### src/rtl/crcf_pkg.sv
`timescale 1ns / 1ps
// ---------------------------------------------------------------------------
// crcf_pkg: shared types and constants for the CRC-16 frame unit
// Queue entry format, entry kinds, CRC constants and the byte-wide CRC update.
// ---------------------------------------------------------------------------
package crcf_pkg;

   localparam logic [15:0] CRC_INIT      = 16'hFFFF;
   localparam logic [15:0] CRC_POLY_REFL = 16'h8408;

   localparam int FIFO_DEPTH = 4;
   localparam int FIFO_AW    = $clog2(FIFO_DEPTH);

   // register indexes on the csr port
   localparam logic CSR_PAYLOAD_LENGTH = 1'b0;
   localparam logic CSR_DIRECTION      = 1'b1;

   localparam logic [7:0] PAYLOAD_LENGTH_RESET = 8'd55;

   // what the back end does with one queue entry
   localparam logic [1:0] KIND_PASS     = 2'd0; // one byte out
   localparam logic [1:0] KIND_PASS_CRC = 2'd1; // byte, crc low, crc high (last)
   localparam logic [1:0] KIND_STATUS   = 2'd2; // verdict, last

   typedef struct packed {
      logic [1:0]  kind;
      logic [7:0]  data_byte;
      logic [15:0] crc;
      logic        frame_ok;
   } entry_type;

   // reflected CRC-16 update, one byte, LSB first
   function automatic logic [15:0] crc_feed(input logic [15:0] crc, input logic [7:0] b);
      logic [15:0] c;
      c = crc ^ {8'h00, b};
      for (int i = 0; i < 8; i++) begin
         if (c[0]) begin
            c = (c >> 1) ^ CRC_POLY_REFL;
         end else begin
            c = c >> 1;
         end
      end
      return c;
   endfunction

endpackage

### src/rtl/crcf_front.sv
`timescale 1ns / 1ps
// ---------------------------------------------------------------------------
// crcf_front: frame tracking and classification
// Holds the config registers and the frame state, updates the CRC once per accepted
// payload byte and pushes one queue entry for each item that yields output.
// ---------------------------------------------------------------------------
module crcf_front (
   input  logic                clock,
   input  logic                reset,
   input  logic                csr_wr_en,
   input  logic                csr_index,
   input  logic [7:0]          csr_wdata,
   input  logic                req_fire,
   input  logic [7:0]          req_byte,
   output logic                push,
   output crcf_pkg::entry_type push_entry
);
   import crcf_pkg::*;

   logic [7:0]  payload_length_ff, payload_length_in;
   logic        direction_ff, direction_in;
   logic [15:0] crc_ff, crc_in;
   logic [8:0]  pos_ff, pos_in;
   logic [7:0]  rcv_low_ff, rcv_low_in;

   logic [8:0]  len;
   logic [9:0]  pos_inc;
   logic [15:0] crc_next;

   always_comb begin
      payload_length_in = payload_length_ff;
      direction_in      = direction_ff;
      if (csr_wr_en) begin
         unique case (csr_index)
            CSR_PAYLOAD_LENGTH: payload_length_in = csr_wdata;
            CSR_DIRECTION:      direction_in      = csr_wdata[0];
            default:            ;
         endcase
      end
   end

   assign len      = (payload_length_ff == 8'd0) ? 9'd256 : {1'b0, payload_length_ff};
   assign pos_inc  = {1'b0, pos_ff} + 10'd1;
   assign crc_next = crc_feed(crc_ff, req_byte);

   always_comb begin
      crc_in               = crc_ff;
      pos_in               = pos_ff;
      rcv_low_in           = rcv_low_ff;
      push                 = 1'b0;
      push_entry.kind      = KIND_PASS;
      push_entry.data_byte = req_byte;
      push_entry.crc       = crc_next;
      push_entry.frame_ok  = 1'b0;
      if (req_fire) begin
         if (!direction_ff) begin
            push = 1'b1;
            if (pos_inc >= {1'b0, len}) begin
               push_entry.kind = KIND_PASS_CRC;
               crc_in          = CRC_INIT;
               pos_in          = 9'd0;
               rcv_low_in      = 8'd0;
            end else begin
               crc_in = crc_next;
               pos_in = pos_inc[8:0];
            end
         end else if (pos_ff < len) begin
            push   = 1'b1;
            crc_in = crc_next;
            pos_in = pos_inc[8:0];
         end else if (pos_ff == len) begin
            rcv_low_in = req_byte;
            pos_in     = pos_inc[8:0];
         end else begin
            // high CRC byte: compare and close the frame
            push                 = 1'b1;
            push_entry.kind      = KIND_STATUS;
            push_entry.data_byte = 8'd0;
            push_entry.frame_ok  = ({req_byte, rcv_low_ff} == crc_ff);
            crc_in               = CRC_INIT;
            pos_in               = 9'd0;
            rcv_low_in           = 8'd0;
         end
      end
   end

   always_ff @(posedge clock) begin
      if (reset) begin
         payload_length_ff <= PAYLOAD_LENGTH_RESET;
         direction_ff      <= 1'b0;
         crc_ff            <= CRC_INIT;
         pos_ff            <= 9'd0;
         rcv_low_ff        <= 8'd0;
      end else begin
         payload_length_ff <= payload_length_in;
         direction_ff      <= direction_in;
         crc_ff            <= crc_in;
         pos_ff            <= pos_in;
         rcv_low_ff        <= rcv_low_in;
      end
   end

endmodule

### src/rtl/crcf_fifo.sv
`timescale 1ns / 1ps
// ---------------------------------------------------------------------------
// crcf_fifo: short entry queue between front and back
// Register-based queue; push only when not full, pop only when not empty.
// ---------------------------------------------------------------------------
module crcf_fifo (
   input  logic                clock,
   input  logic                reset,
   input  logic                push,
   input  crcf_pkg::entry_type push_entry,
   input  logic                pop,
   output crcf_pkg::entry_type head_entry,
   output logic                not_empty,
   output logic                full
);
   import crcf_pkg::*;

   entry_type            mem_ff [FIFO_DEPTH];
   logic [FIFO_AW-1:0]   wr_ptr_ff, wr_ptr_in;
   logic [FIFO_AW-1:0]   rd_ptr_ff, rd_ptr_in;
   logic [FIFO_AW:0]     count_ff, count_in;

   assign not_empty  = (count_ff != '0);
   assign full       = (count_ff == (FIFO_AW+1)'(FIFO_DEPTH));
   assign head_entry = mem_ff[rd_ptr_ff];

   always_comb begin
      wr_ptr_in = push ? wr_ptr_ff + FIFO_AW'(1) : wr_ptr_ff;
      rd_ptr_in = pop  ? rd_ptr_ff + FIFO_AW'(1) : rd_ptr_ff;
      count_in  = count_ff;
      if (push && !pop) begin
         count_in = count_ff + (FIFO_AW+1)'(1);
      end else if (pop && !push) begin
         count_in = count_ff - (FIFO_AW+1)'(1);
      end
   end

   always_ff @(posedge clock) begin
      if (push) begin
         mem_ff[wr_ptr_ff] <= push_entry;
      end
   end

   always_ff @(posedge clock) begin
      if (reset) begin
         wr_ptr_ff <= '0;
         rd_ptr_ff <= '0;
         count_ff  <= '0;
      end else begin
         wr_ptr_ff <= wr_ptr_in;
         rd_ptr_ff <= rd_ptr_in;
         count_ff  <= count_in;
      end
   end

endmodule

### src/rtl/crcf_back.sv
`timescale 1ns / 1ps
// ---------------------------------------------------------------------------
// crcf_back: result sequencer and output register
// Expands each queue entry into one or three result items.
// ---------------------------------------------------------------------------
module crcf_back (
   input  logic                clock,
   input  logic                reset,
   input  crcf_pkg::entry_type head_entry,
   input  logic                not_empty,
   output logic                pop,
   output logic                rsp_tvalid,
   input  logic                rsp_tready,
   output logic [7:0]          rsp_tdata,
   output logic                rsp_tlast,
   output logic [1:0]          rsp_tuser
);
   import crcf_pkg::*;

   logic [1:0] idx_ff, idx_in;
   logic       valid_ff, valid_in;
   logic [7:0] byte_ff, byte_in;
   logic       last_ff, last_in;
   logic       status_ff, status_in;
   logic       ok_ff, ok_in;
   logic       load;
   logic       entry_done;

   assign load = not_empty && (!valid_ff || rsp_tready);

   always_comb begin
      byte_in    = head_entry.data_byte;
      last_in    = 1'b0;
      status_in  = 1'b0;
      ok_in      = 1'b0;
      entry_done = 1'b1;
      unique case (head_entry.kind)
         KIND_PASS: ;
         KIND_PASS_CRC: begin
            case (idx_ff)
               2'd0: entry_done = 1'b0;
               2'd1: begin
                  byte_in    = head_entry.crc[7:0];
                  entry_done = 1'b0;
               end
               default: begin
                  byte_in = head_entry.crc[15:8];
                  last_in = 1'b1;
               end
            endcase
         end
         KIND_STATUS: begin
            byte_in   = 8'd0;
            last_in   = 1'b1;
            status_in = 1'b1;
            ok_in     = head_entry.frame_ok;
         end
         default: ;
      endcase
   end

   assign pop = load && entry_done;

   always_comb begin
      idx_in = idx_ff;
      if (load) begin
         idx_in = entry_done ? 2'd0 : idx_ff + 2'd1;
      end
      valid_in = load ? 1'b1 : (rsp_tready ? 1'b0 : valid_ff);
   end

   always_ff @(posedge clock) begin
      if (reset) begin
         idx_ff   <= 2'd0;
         valid_ff <= 1'b0;
      end else begin
         idx_ff   <= idx_in;
         valid_ff <= valid_in;
      end
   end

   always_ff @(posedge clock) begin
      if (load) begin
         byte_ff   <= byte_in;
         last_ff   <= last_in;
         status_ff <= status_in;
         ok_ff     <= ok_in;
      end
   end

   assign rsp_tvalid = valid_ff;
   assign rsp_tdata  = byte_ff;
   assign rsp_tlast  = last_ff;
   assign rsp_tuser  = {ok_ff, status_ff};

endmodule

### src/rtl/crc16_frame_append_check.sv
`timescale 1ns / 1ps
// ---------------------------------------------------------------------------
// crc16_frame_append_check: CRC-16/MCRF4XX frame append / check unit
// Fixed-length frames, reflected poly 0x8408, init 0xFFFF, no final xor.
// ---------------------------------------------------------------------------
//
//  channel   direction  handshake             payload
//  req_      in         tvalid/tready         tdata[7:0] data_byte
//  rsp_      out        tvalid/tready         tdata out_byte, tlast, tuser flags
//  csr_      in         wr_en (no wait)       index 0 payload_length, 1 direction
//
//  Flow: one item per clock through the CRC update in the front while the
//  queue has room; an item is written into the queue at its accepting edge
//  and its first result item goes through the queue and the output register
//  before it is valid on rsp_. The closing payload byte of an append frame
//  gives three result items, which the output sequencer sends from one entry;
//  the 4-entry queue absorbs that and input stalls only when the queue fills.
//  Reset: synchronous, clears frame state, queue and output; payload_length
//  returns to 55 and direction to append. No clearing pass.
//  Stalls: req_tready drops only when the queue is full; rsp_tready low holds
//  the output register while the front keeps filling the queue.
//
module crc16_frame_append_check (
   input  logic       clock,
   input  logic       reset,
   // configuration
   input  logic       csr_wr_en,
   input  logic       csr_index,
   input  logic [7:0] csr_wdata,
   // input bytes
   input  logic       req_tvalid,
   output logic       req_tready,
   input  logic [7:0] req_tdata,   // [7:0] data_byte
   // results
   output logic       rsp_tvalid,
   input  logic       rsp_tready,
   output logic [7:0] rsp_tdata,   // [7:0] out_byte
   output logic       rsp_tlast,   // last_of_frame
   output logic [1:0] rsp_tuser    // [0] is_status, [1] frame_ok
);
   import crcf_pkg::*;

   logic      req_fire;
   logic      push;
   entry_type push_entry;
   logic      pop;
   entry_type head_entry;
   logic      not_empty;
   logic      full;

   // queue has room: accept, classification happens in the same cycle
   assign req_tready = !full;
   assign req_fire   = req_tvalid && req_tready;

   crcf_front u_front (
      .clock      (clock),
      .reset      (reset),
      .csr_wr_en  (csr_wr_en),
      .csr_index  (csr_index),
      .csr_wdata  (csr_wdata),
      .req_fire   (req_fire),
      .req_byte   (req_tdata),
      .push       (push),
      .push_entry (push_entry)
   );

   crcf_fifo u_fifo (
      .clock      (clock),
      .reset      (reset),
      .push       (push),
      .push_entry (push_entry),
      .pop        (pop),
      .head_entry (head_entry),
      .not_empty  (not_empty),
      .full       (full)
   );

   crcf_back u_back (
      .clock      (clock),
      .reset      (reset),
      .head_entry (head_entry),
      .not_empty  (not_empty),
      .pop        (pop),
      .rsp_tvalid (rsp_tvalid),
      .rsp_tready (rsp_tready),
      .rsp_tdata  (rsp_tdata),
      .rsp_tlast  (rsp_tlast),
      .rsp_tuser  (rsp_tuser)
   );

   // a verdict carries no byte and always closes the frame
   a_status_shape: assert property (@(posedge clock) disable iff (reset)
      rsp_tvalid && rsp_tuser[0] |-> rsp_tdata == 8'd0 && rsp_tlast)
      else $error("status item with data or without last");

   // frame_ok is only ever set on a verdict
   a_ok_only_status: assert property (@(posedge clock) disable iff (reset)
      rsp_tvalid && rsp_tuser[1] |-> rsp_tuser[0])
      else $error("frame_ok on a byte item");

   // nothing reaches the output the cycle after reset
   a_reset_clean: assert property (@(posedge clock)
      $past(reset) |-> !rsp_tvalid)
      else $error("result valid right after reset");

   // the queue is never popped while it is empty
   a_pop_needs_data: assert property (@(posedge clock) disable iff (reset)
      pop |-> not_empty)
      else $error("queue popped while empty");

endmodule

### config.mk
export PLATFORM = sky130hd
export DESIGN_NAME = crc16_frame_append_check
export DESIGN_NICKNAME = d
export VERILOG_FILES = /design/src/rtl/crcf_pkg.sv /design/src/rtl/crcf_front.sv /design/src/rtl/crcf_fifo.sv /design/src/rtl/crcf_back.sv /design/src/rtl/crc16_frame_append_check.sv
export SDC_FILE = /design/constraint.sdc
export NUM_CORES = 1
export LEC_CHECK = 0
export BUFFER_PORTS_ARGS = -buffer_cell sky130_fd_sc_hd__buf_2
export CORE_MARGIN = 2
export CORE_UTILIZATION = 60
export CTS_BUF_LIST = sky130_fd_sc_hd__clkbuf_8
export CTS_CLUSTER_DIAMETER = 120
export CTS_CLUSTER_SIZE = 20
export DETAILED_ROUTE_END_ITERATION = 7
export PLACE_DENSITY = 0.89
export SYNTH_ARGS = -nofsm -noshare
export SYNTH_HDL_FRONTEND = slang
export SYNTH_SLANG_ARGS = --single-unit
### constraint.sdc
create_clock -name clock -period 6.8 [get_ports clock]
set_clock_uncertainty 0.2 [all_clocks]
set_input_delay 0.68 -clock clock [delete_from_list [all_inputs] [get_ports clock]]
set_output_delay 0.68 -clock clock [all_outputs]
set_load 0.03 [all_outputs]
==> flow_summary.yaml <==
outcome:
  status: "finished, final reports clean"
critical_path:
  critPathCapture: "u_fifo.count_ff[2]$_SDFFE_PP0P_"
  crit_required_ns: 6.99
  cpLargestDelayFamily: "flip-flops"
  reg2reg_to: "u_fifo.count_ff[2]$_SDFFE_PP0P_"
  end_kind: "flop"
  r2r_cells: 12
  worst-path-max-fanout: 27
  start_kind: "flop"
  cpPeakStageDelay_ns: 0.95
  slowest_stage: "dfxtp_2"
  critical_path_class: "reg2reg"
  crit_top_cell: "inv_1"
  rrSetupSlack_ns: 2.73
  path_cells: "mux4_2 -> inv_1 -> ha_1 -> o21ai_0 -> and2_1 -> inv_1 -> ha_1 -> inv_1 -> fa_1 -> xor2_1 -> or3_1 -> a21oi_1"
  critPathBufInv: 3
  cp.depth: 12
  crit_arrival_ns: 4.27
timing:
  tns_ns: 0
  relSlewSlack: 0.3566
  slew_violations: 0
  grt_setup_unrepaired: "false"
  tightest_slew_ns: 0.9632
  max_freq_ghz: 0.2454
  finalHoldViolCount: 0
  finalCriticalPeriod_ns: 4.074
  period_share: 0.5992
  finalSetupViolCount: 0
synthesis:
  synth_area_leader_cell: "edfxtp_1"
  synth_area_um2: 7734
  syn_area_per_cell_um2: 14.24
  yosysTopAreaCellShare: 0.4621
  synth_flop_cell: "edfxtp_1"
  synthMostInstantiatedCell: "edfxtp_1"
  synth_cell_types: 57
  syn_inst: 543
  synth_edf_count: 119
  synth_nets: 594
  ys_seq_elements: 173
  synth_area_leaders: "edfxtp_1, dfxtp_1, mux4_2"
  yosysWarnings: 0
  synthArstFlopShare: 0
  ys_seq_area_frac: 0.6018
  synthTopCellsByCount: "edfxtp_1, dfxtp_1, xor2_1"
detailed_routing:
  via_count: 4592
  ant_nets: 0
  drt_wl_total_um: 14450
  remaining_drc_errors: 0
  vias_per_cell: 6.003
  firstDrtPassIters: 6
  routedWlPerCell_um: 18.88
  drt-initial-drc-count: 533
place:
  dp.cells: 733
  placed_cell_area_um2: 8051
  dp.final_hpwl_um: 9793
  routabilityCongestion: 0.8716
  port_buffers: 34
die:
  fp.dieW_um: 117.5
  coreArea_um2: 12620
  die-area_um2: 13810
  start_util: 0.6128
  pin_count: 35
  die_h_um: 117.5
  rows: 41
flow_run:
  maxCapViolations: 0
cts:
  cts_buffers: 17
  cts_sinks: 173
  clockBufferDepth: 2
  clk_pin_slew_ns: 0.08
  clk_latency_ns: 0.47
  hold_buffers: 0
  cts_tree: "done"
  cts_setup_buffers: 0
  cts_root_buffer: "clkbuf_8"
  htree_num_levels: 4
  post_cts_resized: 0
pwr:
  power.leakage_nw: 3.014
  powerDensity_nw_per_um2: 392.4
  vdd_drop_max_uv: 148.2
grt:
  grt_start_max_net_pins: 33
  grt_overflow_total: 0
  grt_pass1_wl_um: 23590
  grt_usage: 0.2226
  first_global_vias: 4491
  antenna_found_initial: 0
finish:
  final_cells: 765
  final_area_um2: 8411
  drive_gt1_frac: 0.2024
  nFillCells: 876
  n_antenna_cell: 0
  area_growth_pct: 8.753
  final_nets: 631
min_path:
  worstHoldPathType: "in2reg"
  holdPathStages: 2
[cell type report]
class                      count  area [µm²]  area share
timing repair buffer          41       222.7     0.02648
clock inverter                15       125.1     0.01488
inverter                      28       118.9     0.01413
sequential                   173        4656      0.5536
clock buffer                  17       234.0     0.02782
tap                          172       215.2     0.02559
multi-input combinational    319        2839      0.3375
[routing by layer]
layer	global-route usage	routed length, µm	up-vias
li1	-	-	2111
met1	0.2828	5870	2287
met2	0.3688	7312	159
met3	0.05378	890	35
met4	0.09488	373	0
met5	0	0	-
[layout by cell type (no fill, tap or decap), types with 2 or more instances in the layout]
cell,Yosys,final
o32a_1,9,9
mux4_2,27,27
nor3_1,2,2
clkinv_4,0,5
inv_1,27,27
mux2i_1,3,3
and4_1,2,2
xor2_1,30,30
nand3_1,5,5
and2_1,7,7
a22o_1,16,16
clkinvlp_4,0,3
ha_1,28,28
nor2_1,29,29
clkbuf_8,0,17
o21ai_0,18,18
buf_4,3,7
nand2_1,28,28
nand2b_1,5,5
o21a_1,2,2
a21oi_1,14,14
or3_1,2,2
dfxtp_1,54,53
edfxtp_1,119,119
a22oi_1,8,8
o32a_2,7,7
xnor2_1,25,25
nor4_1,10,10
buf_2,5,34
clkinv_1,0,4
a211o_1,5,5
nor2b_1,12,12
and2_4,2,2
[cell families (layout without fill, tap and decap cells)]
| group | count (synthesis) | in the layout | synth area share |
|---|---|---|---|
| XOR/XNOR | 55 | 55 | 0.06229 |
| AO/OA/AOI/OAI | 87 | 87 | 0.08866 |
| AND/OR/NAND/NOR | 116 | 116 | 0.08138 |
| buffers and inverters | 51 | 101 | 0.03106 |
| flip-flops | 173 | 173 | 0.6018 |
| adder cells (fa/ha/maj) | 29 | 29 | 0.04789 |
| multiplexers | 32 | 32 | 0.08688 |
[state kept, by name (all words and copies together) (netlist names), named ones only]
name,cells
u_front.pos_ff,9
u_back.rsp_tdata,8
u_front.direction_ff,1
u_fifo.wr_ptr_ff,2
u_back.ok_ff,1
u_back.idx_ff,2
u_fifo.count_ff,3
u_front.rcv_low_ff,8
u_front.payload_length_ff,8
u_back.status_ff,1
u_back.rsp_tlast,1
u_fifo.rd_ptr_ff,2
u_back.rsp_tvalid,1
u_front.crc_ff,16
u_fifo.mem_ff,108
[per-stage QoR]
| step | util | hold WS (ns) | worst slack, ns | power, mW |
|---|---|---|---|---|
| 2_1_floorplan | - | 0.2463 | 3.439 | 2.384 |
| 3_3_place_gp | 0.6380 | 0.2500 | 2.853 | 2.592 |
| 3_5_place_dp | 0.6380 | 0.2575 | 2.695 | 2.664 |
| 4_1_cts | 0.6665 | 0.1971 | 2.630 | 3.302 |
| 5_1_grt | 0.6665 | 0.2103 | 2.363 | 3.470 |
| 6_report | 0.6665 | 0.2149 | 2.726 | 3.301 |
[worst min-delay path by stage]
stage,from,endpoint
floorplan,u_back.idx_ff[1]$_SDFFE_PP0P_,u_back.idx_ff[1]$_SDFFE_PP0P_
global placement,u_back.rsp_tvalid$_SDFFE_PP0P_,u_back.rsp_tvalid$_SDFFE_PP0P_
detailed placement,u_back.rsp_tvalid$_SDFFE_PP0P_,u_back.rsp_tvalid$_SDFFE_PP0P_
CTS,csr_wdata[5],u_front.payload_length_ff[5]$_SDFFE_PP1P_
global route,csr_wdata[2],u_front.payload_length_ff[2]$_SDFFE_PP1P_
finish,csr_wdata[2],u_front.payload_length_ff[2]$_SDFFE_PP1P_
[worst reg2reg max path, stage by stage, from the launching register on]
cell	delay (ns)
dfxtp_2	0.95
mux4_2	0.62
inv_1	0.07
ha_1	0.36
o21ai_0	0.19
and2_1	0.24
inv_1	0.09
ha_1	0.19
inv_1	0.07
fa_1	0.38
xor2_1	0.17
or3_1	0.31
a21oi_1	0.16
[where the power goes]
part / internal, mW / switching (mW)
combinational: 0.417 / 0.622
sequential: 1.49 / 0.128
clock: 0.286 / 0.359
Note: power is estimated with default switching activity, not from simulation.
